--- src/rtl/ldlr_pkg.sv ---
`default_nettype none

package ldlr_pkg;

  // Store geometry
  localparam int unsigned DEPTH  = 8192;
  localparam int unsigned AW     = $clog2(DEPTH);
  localparam int unsigned FILL_W = 13;

  // Action codes
  localparam logic [1:0] ACT_WRITE  = 2'd0;
  localparam logic [1:0] ACT_REWIND = 2'd1;
  localparam logic [1:0] ACT_READ   = 2'd2;

  localparam logic [7:0] NEWLINE = 8'd10;

  typedef logic [AW-1:0] idx_t;

  typedef enum logic [1:0] {
    ST_IDLE,
    ST_DROP_RD,
    ST_DROP_CHK,
    ST_DONE
  } state_e;

  // Store access request from the sequencer
  typedef struct packed {
    logic       we;
    idx_t       waddr;
    logic [7:0] wdata;
    logic       re;
    idx_t       raddr;
  } mem_req_t;

  // One finished result
  typedef struct packed {
    logic [7:0]        rbyte;
    logic              rvalid;
    logic              rlast;
    logic [FILL_W-1:0] fill;
    logic              dropped;
  } result_t;

  // Ring index advance with wrap
  function automatic idx_t next_idx(input idx_t i);
    idx_t n;
    if (i == idx_t'(DEPTH - 1)) begin
      n = '0;
    end else begin
      n = i + idx_t'(1);
    end
    return n;
  endfunction

endpackage

`default_nettype wire

--- src/rtl/ldlr_seq.sv ---
`default_nettype none

module ldlr_seq (
  input  wire logic               clk_i,
  input  wire logic               rst_ni,
  input  wire logic               in_valid_i,
  output logic                    in_ready_o,
  input  wire logic [1:0]         action_i,
  input  wire logic [7:0]         data_byte_i,
  output ldlr_pkg::mem_req_t      mem_req_o,
  input  wire logic [7:0]         mem_rdata_i,
  output logic                    res_valid_o,
  input  wire logic               res_ready_i,
  output ldlr_pkg::result_t       res_o
);

  ldlr_pkg::state_e st_q, st_d;
  ldlr_pkg::idx_t   head_q, head_d;
  ldlr_pkg::idx_t   tail_q, tail_d;
  ldlr_pkg::idx_t   cur_q, cur_d;
  logic             hit_q, hit_d;
  logic             last_q, last_d;
  logic             drop_q, drop_d;

  logic             in_fire;
  logic             cur_has_data;
  logic             walk_stop;
  ldlr_pkg::idx_t   inc_op;
  ldlr_pkg::idx_t   inc_res;
  logic [ldlr_pkg::AW:0] diff;

  assign in_ready_o   = (st_q == ldlr_pkg::ST_IDLE);
  assign in_fire      = in_valid_i && in_ready_o;
  assign cur_has_data = (cur_q != head_q);
  assign walk_stop    = (mem_rdata_i == ldlr_pkg::NEWLINE) || (tail_q == head_q);

  // Shared index incrementer: head on write, cursor on read, tail while dropping
  always_comb begin
    if (st_q == ldlr_pkg::ST_IDLE) begin
      inc_op = (action_i == ldlr_pkg::ACT_READ) ? cur_q : head_q;
    end else begin
      inc_op = tail_q;
    end
  end
  assign inc_res = ldlr_pkg::next_idx(inc_op);

  // Next state
  always_comb begin
    st_d = st_q;
    case (st_q)
      ldlr_pkg::ST_IDLE: begin
        if (in_fire) begin
          if (action_i == ldlr_pkg::ACT_WRITE && inc_res == tail_q) begin
            st_d = ldlr_pkg::ST_DROP_RD;
          end else begin
            st_d = ldlr_pkg::ST_DONE;
          end
        end
      end
      ldlr_pkg::ST_DROP_RD: st_d = ldlr_pkg::ST_DROP_CHK;
      ldlr_pkg::ST_DROP_CHK: begin
        if (walk_stop) begin
          st_d = ldlr_pkg::ST_DONE;
        end
      end
      ldlr_pkg::ST_DONE: begin
        if (res_ready_i) begin
          st_d = ldlr_pkg::ST_IDLE;
        end
      end
      default: st_d = ldlr_pkg::ST_IDLE;
    endcase
  end

  // Datapath and store requests
  always_comb begin
    head_d          = head_q;
    tail_d          = tail_q;
    cur_d           = cur_q;
    hit_d           = hit_q;
    last_d          = last_q;
    drop_d          = drop_q;
    mem_req_o.we    = 1'b0;
    mem_req_o.waddr = head_q;
    mem_req_o.wdata = data_byte_i;
    mem_req_o.re    = 1'b0;
    mem_req_o.raddr = (st_q == ldlr_pkg::ST_IDLE) ? cur_q : tail_q;
    case (st_q)
      ldlr_pkg::ST_IDLE: begin
        if (in_fire) begin
          hit_d  = 1'b0;
          last_d = 1'b0;
          drop_d = 1'b0;
          case (action_i)
            ldlr_pkg::ACT_WRITE: begin
              mem_req_o.we = 1'b1;
              head_d       = inc_res;
              drop_d       = (inc_res == tail_q);
            end
            ldlr_pkg::ACT_REWIND: cur_d = tail_q;
            ldlr_pkg::ACT_READ: begin
              if (cur_has_data) begin
                mem_req_o.re = 1'b1;
                cur_d        = inc_res;
                hit_d        = 1'b1;
                last_d       = (inc_res == head_q);
              end
            end
            default: ;
          endcase
        end
      end
      ldlr_pkg::ST_DROP_RD: begin
        mem_req_o.re = 1'b1;
        tail_d       = inc_res;
      end
      ldlr_pkg::ST_DROP_CHK: begin
        if (walk_stop) begin
          cur_d = tail_q;
        end else begin
          mem_req_o.re = 1'b1;
          tail_d       = inc_res;
        end
      end
      default: ;
    endcase
  end

  // Fill level from the ring pointers
  always_comb begin
    diff = {1'b0, head_q} - {1'b0, tail_q};
    if (head_q < tail_q) begin
      diff = diff + (ldlr_pkg::AW + 1)'(ldlr_pkg::DEPTH);
    end
  end

  assign res_valid_o   = (st_q == ldlr_pkg::ST_DONE);
  assign res_o.rbyte   = hit_q ? mem_rdata_i : 8'd0;
  assign res_o.rvalid  = hit_q;
  assign res_o.rlast   = last_q;
  assign res_o.fill    = ldlr_pkg::FILL_W'(diff);
  assign res_o.dropped = drop_q;

  always_ff @(posedge clk_i or negedge rst_ni) begin
    if (!rst_ni) begin
      st_q   <= ldlr_pkg::ST_IDLE;
      head_q <= '0;
      tail_q <= '0;
      cur_q  <= '0;
      hit_q  <= 1'b0;
      last_q <= 1'b0;
      drop_q <= 1'b0;
    end else begin
      st_q   <= st_d;
      head_q <= head_d;
      tail_q <= tail_d;
      cur_q  <= cur_d;
      hit_q  <= hit_d;
      last_q <= last_d;
      drop_q <= drop_d;
    end
  end

  // A write always moves the head
  a_write_moves_head: assert property (@(posedge clk_i) disable iff (!rst_ni)
    in_fire && action_i == ldlr_pkg::ACT_WRITE |=> head_q != $past(head_q))
    else $error("head did not advance on write");

  // Rewind lands the cursor on the tail
  a_rewind_cursor: assert property (@(posedge clk_i) disable iff (!rst_ni)
    in_fire && action_i == ldlr_pkg::ACT_REWIND |=> cur_q == tail_q)
    else $error("cursor not at tail after rewind");

  // End of a drop walk parks the cursor on the new tail
  a_drop_cursor: assert property (@(posedge clk_i) disable iff (!rst_ni)
    st_q == ldlr_pkg::ST_DROP_CHK && walk_stop |=> cur_q == tail_q && drop_q)
    else $error("cursor not at tail after drop");

  // Head is frozen outside the accept cycle
  a_head_frozen: assert property (@(posedge clk_i) disable iff (!rst_ni)
    st_q != ldlr_pkg::ST_IDLE |=> $stable(head_q))
    else $error("head moved while busy");

endmodule

`default_nettype wire

--- config.mk ---
export PLATFORM = sky130hd
export DESIGN_NAME = ldlr_seq
export DESIGN_NICKNAME = d
export VERILOG_FILES = /design/src/rtl/ldlr_pkg.sv /design/src/rtl/ldlr_seq.sv
export SDC_FILE = /design/constraint.sdc
export NUM_CORES = 1
export LEC_CHECK = 0
export ABC_AREA = 1
export BUFFER_PORTS_ARGS = -buffer_cell sky130_fd_sc_hd__buf_2
export CAP_MARGIN = 15
export CORE_UTILIZATION = 57
export DETAILED_ROUTE_END_ITERATION = 16
export PLACE_DENSITY = 0.94
export SLEW_MARGIN = 10
export SYNTH_ARGS = -nofsm -noshare
export SYNTH_HDL_FRONTEND = slang
export SYNTH_SLANG_ARGS = --single-unit
--- constraint.sdc ---
create_clock -name clk_i -period 3.5 [get_ports clk_i]
set_clock_uncertainty 0.05 [all_clocks]
set_input_delay 0 -clock clk_i [delete_from_list [all_inputs] [get_ports clk_i]]
set_output_delay 0 -clock clk_i [all_outputs]
set_load 0.02 [all_outputs]
# Word-level counts from Yosys, hierarchy flattened
# Cells that the tools add are included.
[op_classes]
add_sub_neg = 3
magnitude_cmp = 1
n_eq_ne = 17
mux = 29
n_reduce_logical = 12
[ops]
columns = ["cell", "count"]
rows = [
  ["2-to-1 mux 13 bit", 9],
  ["case mux 13 bit (2 select lines)", 3],
  ["equality test 13 bit", 3],
  ["adder 13 x 1 -> 13 bit (second input constant)", 2],
  ["equality test 13 bit (second input constant)", 1],
  ["less-than comparator 13 bit", 1],
  ["inequality test 13 bit", 1],
  ["subtractor 13 bit", 1],
  ["2-to-1 mux 1 bit", 10],
  ["equality test 8 x 4 -> 1 bit (second input constant)", 1],
  ["2-to-1 mux 2 bit", 4],
  ["2-to-1 mux 8 bit", 1],
  ["case mux 2 bit (4 select lines)", 1],
  ["equality test 2 bit (second input constant)", 3],
  ["AND reduction 3 bit", 2],
  ["AND reduction 5 bit", 1],
  ["equality test 2 x 1 -> 1 bit (second input constant)", 2],
  ["zero test 2 bit", 2],
  ["inequality test 2 x 1 -> 1 bit (second input constant)", 2],
  ["inequality test 2 bit (second input constant)", 2],
  ["AND reduction 2 bit", 2],
  ["nonzero test 2 bit", 2],
  ["inequality test 3 x 1 -> 1 bit (second input constant)", 1],
  ["inequality test 3 bit (second input constant)", 1],
  ["3 further kinds", 4],
]
[totals]
register_bits = 44
elab_cells = 69

# Depth between registers and ports, before layout
[depth]
ltp_word = 10
ltp_mapped = 22
depth_no_buf = 21

# Worst setup path before layout
# Ideal clock, no wire load.
[synth_path]
path_kind = "reg-to-reg"
start = "reg st_q[0]"
end = "reg st_q[1]"
arrival_ns = 2.634
path_slack_ns = 0.699
path_stages_with_launch = 20
period_less_slack_ns = 2.801
path_cell_list = "dfrtp_1 inv_1 ha_1 buf_6 buf_6 nand3_1 nand2_2 ha_1 nand3_2 nor2_1 nand2_1 nand2_1 nand2_1 xor2_1 a21oi_1 nand2_1 nor2_2 nand3_1 nand2_1 nand2_1"
[synth_between]
elab_chain_cells = 9
[synth_rtl]
columns = ["element", "line", "rtl"]
rows = [
  ["start: declaration", "ldlr_seq.sv:17", "ldlr_pkg::state_e st_q, st_d;"],
  ["start signal: assignment", "ldlr_seq.sv:146", "st_q <= ldlr_pkg::ST_IDLE;"],
  ["start signal: assignment", "ldlr_seq.sv:154", "st_q <= st_d;"],
  ["zero test 2 bit (*)", "ldlr_seq.sv:32", "assign in_ready_o = (st_q == ldlr_pkg::ST_IDLE);"],
  ["net in_ready_o", "ldlr_seq.sv:7", "output logic in_ready_o,"],
  ["2-to-1 mux 13 bit", "ldlr_seq.sv:39", "if (st_q == ldlr_pkg::ST_IDLE) begin"],
  ["adder 13 x 1 -> 13 bit or equality test 13 bit (tied branches)", "ldlr_pkg.sv:50, ldlr_pkg.sv:47", ""],
  ["2-to-1 mux 13 bit", "ldlr_pkg.sv:47", "if (i == idx_t'(DEPTH - 1)) begin"],
  ["equality test 13 bit", "ldlr_seq.sv:53", "if (action_i == ldlr_pkg::ACT_WRITE && inc_res == tail_q) begin"],
  ["logical AND 1 bit", "ldlr_seq.sv:53", ""],
  ["2-to-1 mux 2 bit", "ldlr_seq.sv:53", ""],
  ["2-to-1 mux 2 bit", "ldlr_seq.sv:52", "if (in_fire) begin"],
  ["case mux 2 bit (4 select lines)", "ldlr_seq.sv:50", "case (st_q)"],
]
# Mark *: on every way through the listed nets, which the timed path passes. The rest lies on a longest branch. The select of a mux whose other input is x is not followed.
# A chain may end at the register's enable or synchronous reset.

# Final worst setup path
[layout_path]
start = "reg st_q[0]"
end = "reg st_q[1]"
[layout_between]
elab_chain_cells = 9
[layout_rtl]
columns = ["element", "line"]
rows = [
  ["zero test 2 bit", "ldlr_seq.sv:32, ldlr_seq.sv:39, ldlr_seq.sv:50"],
  ["2-to-1 mux 13 bit", "ldlr_seq.sv:39"],
  ["adder 13 x 1 -> 13 bit or equality test 13 bit (tied branches)", "ldlr_pkg.sv:50, ldlr_pkg.sv:47"],
  ["2-to-1 mux 13 bit", "ldlr_pkg.sv:47"],
  ["equality test 13 bit", "ldlr_seq.sv:53"],
  ["logical AND 1 bit", "ldlr_seq.sv:53"],
  ["2-to-1 mux 2 bit", "ldlr_seq.sv:53"],
  ["2-to-1 mux 2 bit", "ldlr_seq.sv:52"],
  ["case mux 2 bit (4 select lines)", "ldlr_seq.sv:50"],
]
# Several ways; a longest one is shown, not always the timed one. The select of a mux whose other input is x is not followed.

==> key figures <==
Run status
  • Outcome: complete, no violations

Critical path
  • Setup crit start kind: register
  • WP data required: between 3000 and 4000 ps
  • Largest stage delay, worst path: 420 ps
  • End of the critical path: st_q[1]$_DFFE_PN0P_
  • R2R Path Start: st_q[0]$_DFFE_PN0P_
  • Slowest CP cell: dfrtp_1
  • Element type at the critical path end: register
  • R2r worst-path depth: 18
  • Flop2flop setup slack: roughly 330 ps
  • Critical path peak fanout: 35
  • Critical path cell sequence: inv_1 -> ha_1 -> buf_4 -> nor2_1 -> inv_2 -> nand2_1 -> nor2_1 -> nand2_1 -> nor2_2 -> nand2_1 -> nand3_2 -> nor2_1 -> nor2_1 -> nand3_1 -> nor2_1 -> nand3_1 -> nand2_1 -> nand2_1
  • Crit path DAT: 3340 ps
  • Kind of critical path: reg2reg
  • Critical R2R Capture: st_q[1]$_DFFE_PN0P_
  • Crit path from: st_q[0]$_DFFE_PN0P_

Min path
  • Min-delay src: res_ready_i
  • Hold Path Cell Cnt: 4
  • Min-delay worst type: in2reg

GRT
  • Gr usage total: between 30% and 40%
  • Largest net degree at the start of global routing: 45
  • Initial antenna violation count: 0
  • Remaining Overflow, GRT: 0
  • Vias in the first global route: about 4k
  • First-pass GRT wire length: ~20,000 µm

Detailed routing
  • Antenna Nets Post-Route: 0
  • DR WL/cell: 16.63 µm
  • DRT Pass-1 Iters: 5
  • Vias after detailed routing: about 4.5k
  • Drt via density: between 5 and 6
  • Drt total wl: around 13,000 µm
  • DRC viols: 0
  • DR iter-0 viols: approximately 480

STA
  • Fin crit period: around 3200 ps
  • Setup TNS: 0 ps
  • Setup violations, final: 0
  • Max Slew Vio Count: 0
  • Max frequency: roughly 0.32 GHz
  • Final hold violations: 0
  • Unrepaired setup endpoints after global routing: false
  • Relative slew slack: roughly 30%
  • Worst Max-Slew Pin Slew: about 1100 ps
  • Crit share post-route: 90.62%

Floorplan
  • Io pins: 84
  • Die H: roughly 88 µm
  • Rows: 30
  • Starting Density: about three fifths
  • Die footprint: a little under 8000 µm²
  • Die width: between 80 and 90 µm
  • Core area: roughly 6900 µm²

Synth
  • Synth Net Count: roughly 660
  • Area leader, netlist: dfrtp_1
  • Main synth FF type: dfrtp_1
  • Syn Area/Cell: 6.793 µm²
  • Sequential fraction of the synthesis area: approximately a quarter
  • Post-synth EDFFs: 0
  • Synth top area share: roughly a quarter
  • Synth unique cells: 44
  • Most common cell in the netlist: nand2_1
  • Synth async-reset ratio: 100.0%
  • Number of synthesized register bits: 44
  • Synth area leaders: dfrtp_1, nand2_1, inv_1
  • Syn Inst Count: between 600 and 700
  • Synthesized cell area: 4192 µm²
  • Top cells by count, synth: nand2_1, inv_1, nor2_1
  • Synth warnings: 0

Final layout
  • Share of layout cells above drive strength 1: between 20% and 30%
  • N_diodes: 0
  • Syn-to-layout area delta: 11.82%
  • Post-Layout Inst Area: 4687 µm²
  • Fill cell count: between 500 and 600
  • Final #Nets: between 700 and 800

Clock tree
  • CTS buffer count: 5
  • Hold buffers post-CTS: 10
  • Reg clk slew, reported paths: about 100 ps
  • Root buf cell: clkbuf_8
  • Clk sinks: 44
  • CTS max path bufs: 2
  • Clk_lat worst skew: ~320 ps
  • H-tree depth: 2
  • Postcts setup bufs: 0
  • CTS tree: built
  • Resized Gates After CTS: 0

Place
  • HPWL after DPL: between 9000 and 10,000 µm
  • IO buf count: 67
  • Placed Area: around 4500 µm²
  • RD Place Congestion: between 1 and 1.5

Run
  • Max cap viols: 0
-- sequential cells by signal (all words and copies together) (netlist names) --
name and flops:
hit_q 1, drop_q 1, cur_q 13, tail_q 13, st_q 2, last_q 1, head_q 13
-- cells by family after synthesis --
kind of cell / Yosys count / share of synthesized area [%]
buf+inv: 122 / 13.25
flops: 44 / 26.27
compound gates: 108 / 14.09
simple gates: 292 / 33.85
fa+ha+maj: 19 / 5.851
xor+xnor: 32 / 6.687
-- worst min-delay path by stage --
stage                                end  slack, ps
global route         st_q[1]$_DFFE_PN0P_        110
finish               st_q[1]$_DFFE_PN0P_         70
global placement           mem_req_o[18]        -50
CTS                  st_q[1]$_DFFE_PN0P_         60
detailed placement         mem_req_o[18]        -50
floorplan           cur_q[0]$_DFFE_PN0P_       -350
-- cell usage in the layout (no fill, tap or decap), drive strengths merged, types with 3 or more instances in the layout --
cell type | Yosys | layout
nand3b | 3 | 3
a21oi | 36 | 36
dfrtp | 44 | 44
xor2 | 24 | 24
nand4 | 8 | 8
xnor2 | 8 | 8
buf | 21 | 73
o211ai | 4 | 4
ha | 18 | 18
nand3 | 44 | 44
nor2 | 67 | 67
inv | 94 | 94
dlygate4sd3 | 0 | 10
nor3 | 9 | 9
o21ai | 60 | 60
nand2 | 156 | 156
clkbuf | 7 | 6
-- layer usage --
layer / wire, µm / track usage, % / share of wire [%] / vias up
met4: 337 / 10.73 / 2.6 / 0
met3: 1363 / 3.864 / 11 / 39
met5: 0 / 0 / 0 / -
met1: 5429 / 50.79 / 42 / 2063
met2: 5776 / 53.35 / 45 / 299
li1: - / - / - / 2083
-- per-stage QoR --
step / util, % / cells / hold slack, ps / worst slack (ps)
6_report: 67.50 / 776 / 65.39 / 328.3
5_1_grt: 67.50 / 776 / 105.7 / 67.78
4_1_cts: 67.50 / 776 / 58.41 / 442.0
3_5_place_dp: 64.65 / 758 / -49.76 / 462.0
3_3_place_gp: 64.65 / 758 / -49.76 / 537.5
2_1_floorplan: - / 617 / -345.6 / 699.2
-- area by class of cell --
type	instances	area [µm²]	area share, %
tap	96	120.1	2.563
multi-input combinational	451	2535	54.08
clock buffer	6	82.58	1.762
timing repair buffer	83	480.5	10.25
inverter	94	352.8	7.528
sequential	44	1101	23.49
clock inverter	2	15.01	0.3203
-- critical path, delay by kind of cell (launching register included) --
kind | cells | cell delay (ps)
adder cells (fa/ha/maj) | 1 | 300
buffers and inverters | 3 | 630
flip-flops | 1 | 420
AND/OR/NAND/NOR | 14 | 1660
Power is left out: the tool's default activity adds up to more than one toggle a clock period on the data nets, which glitch-free logic cannot reach.
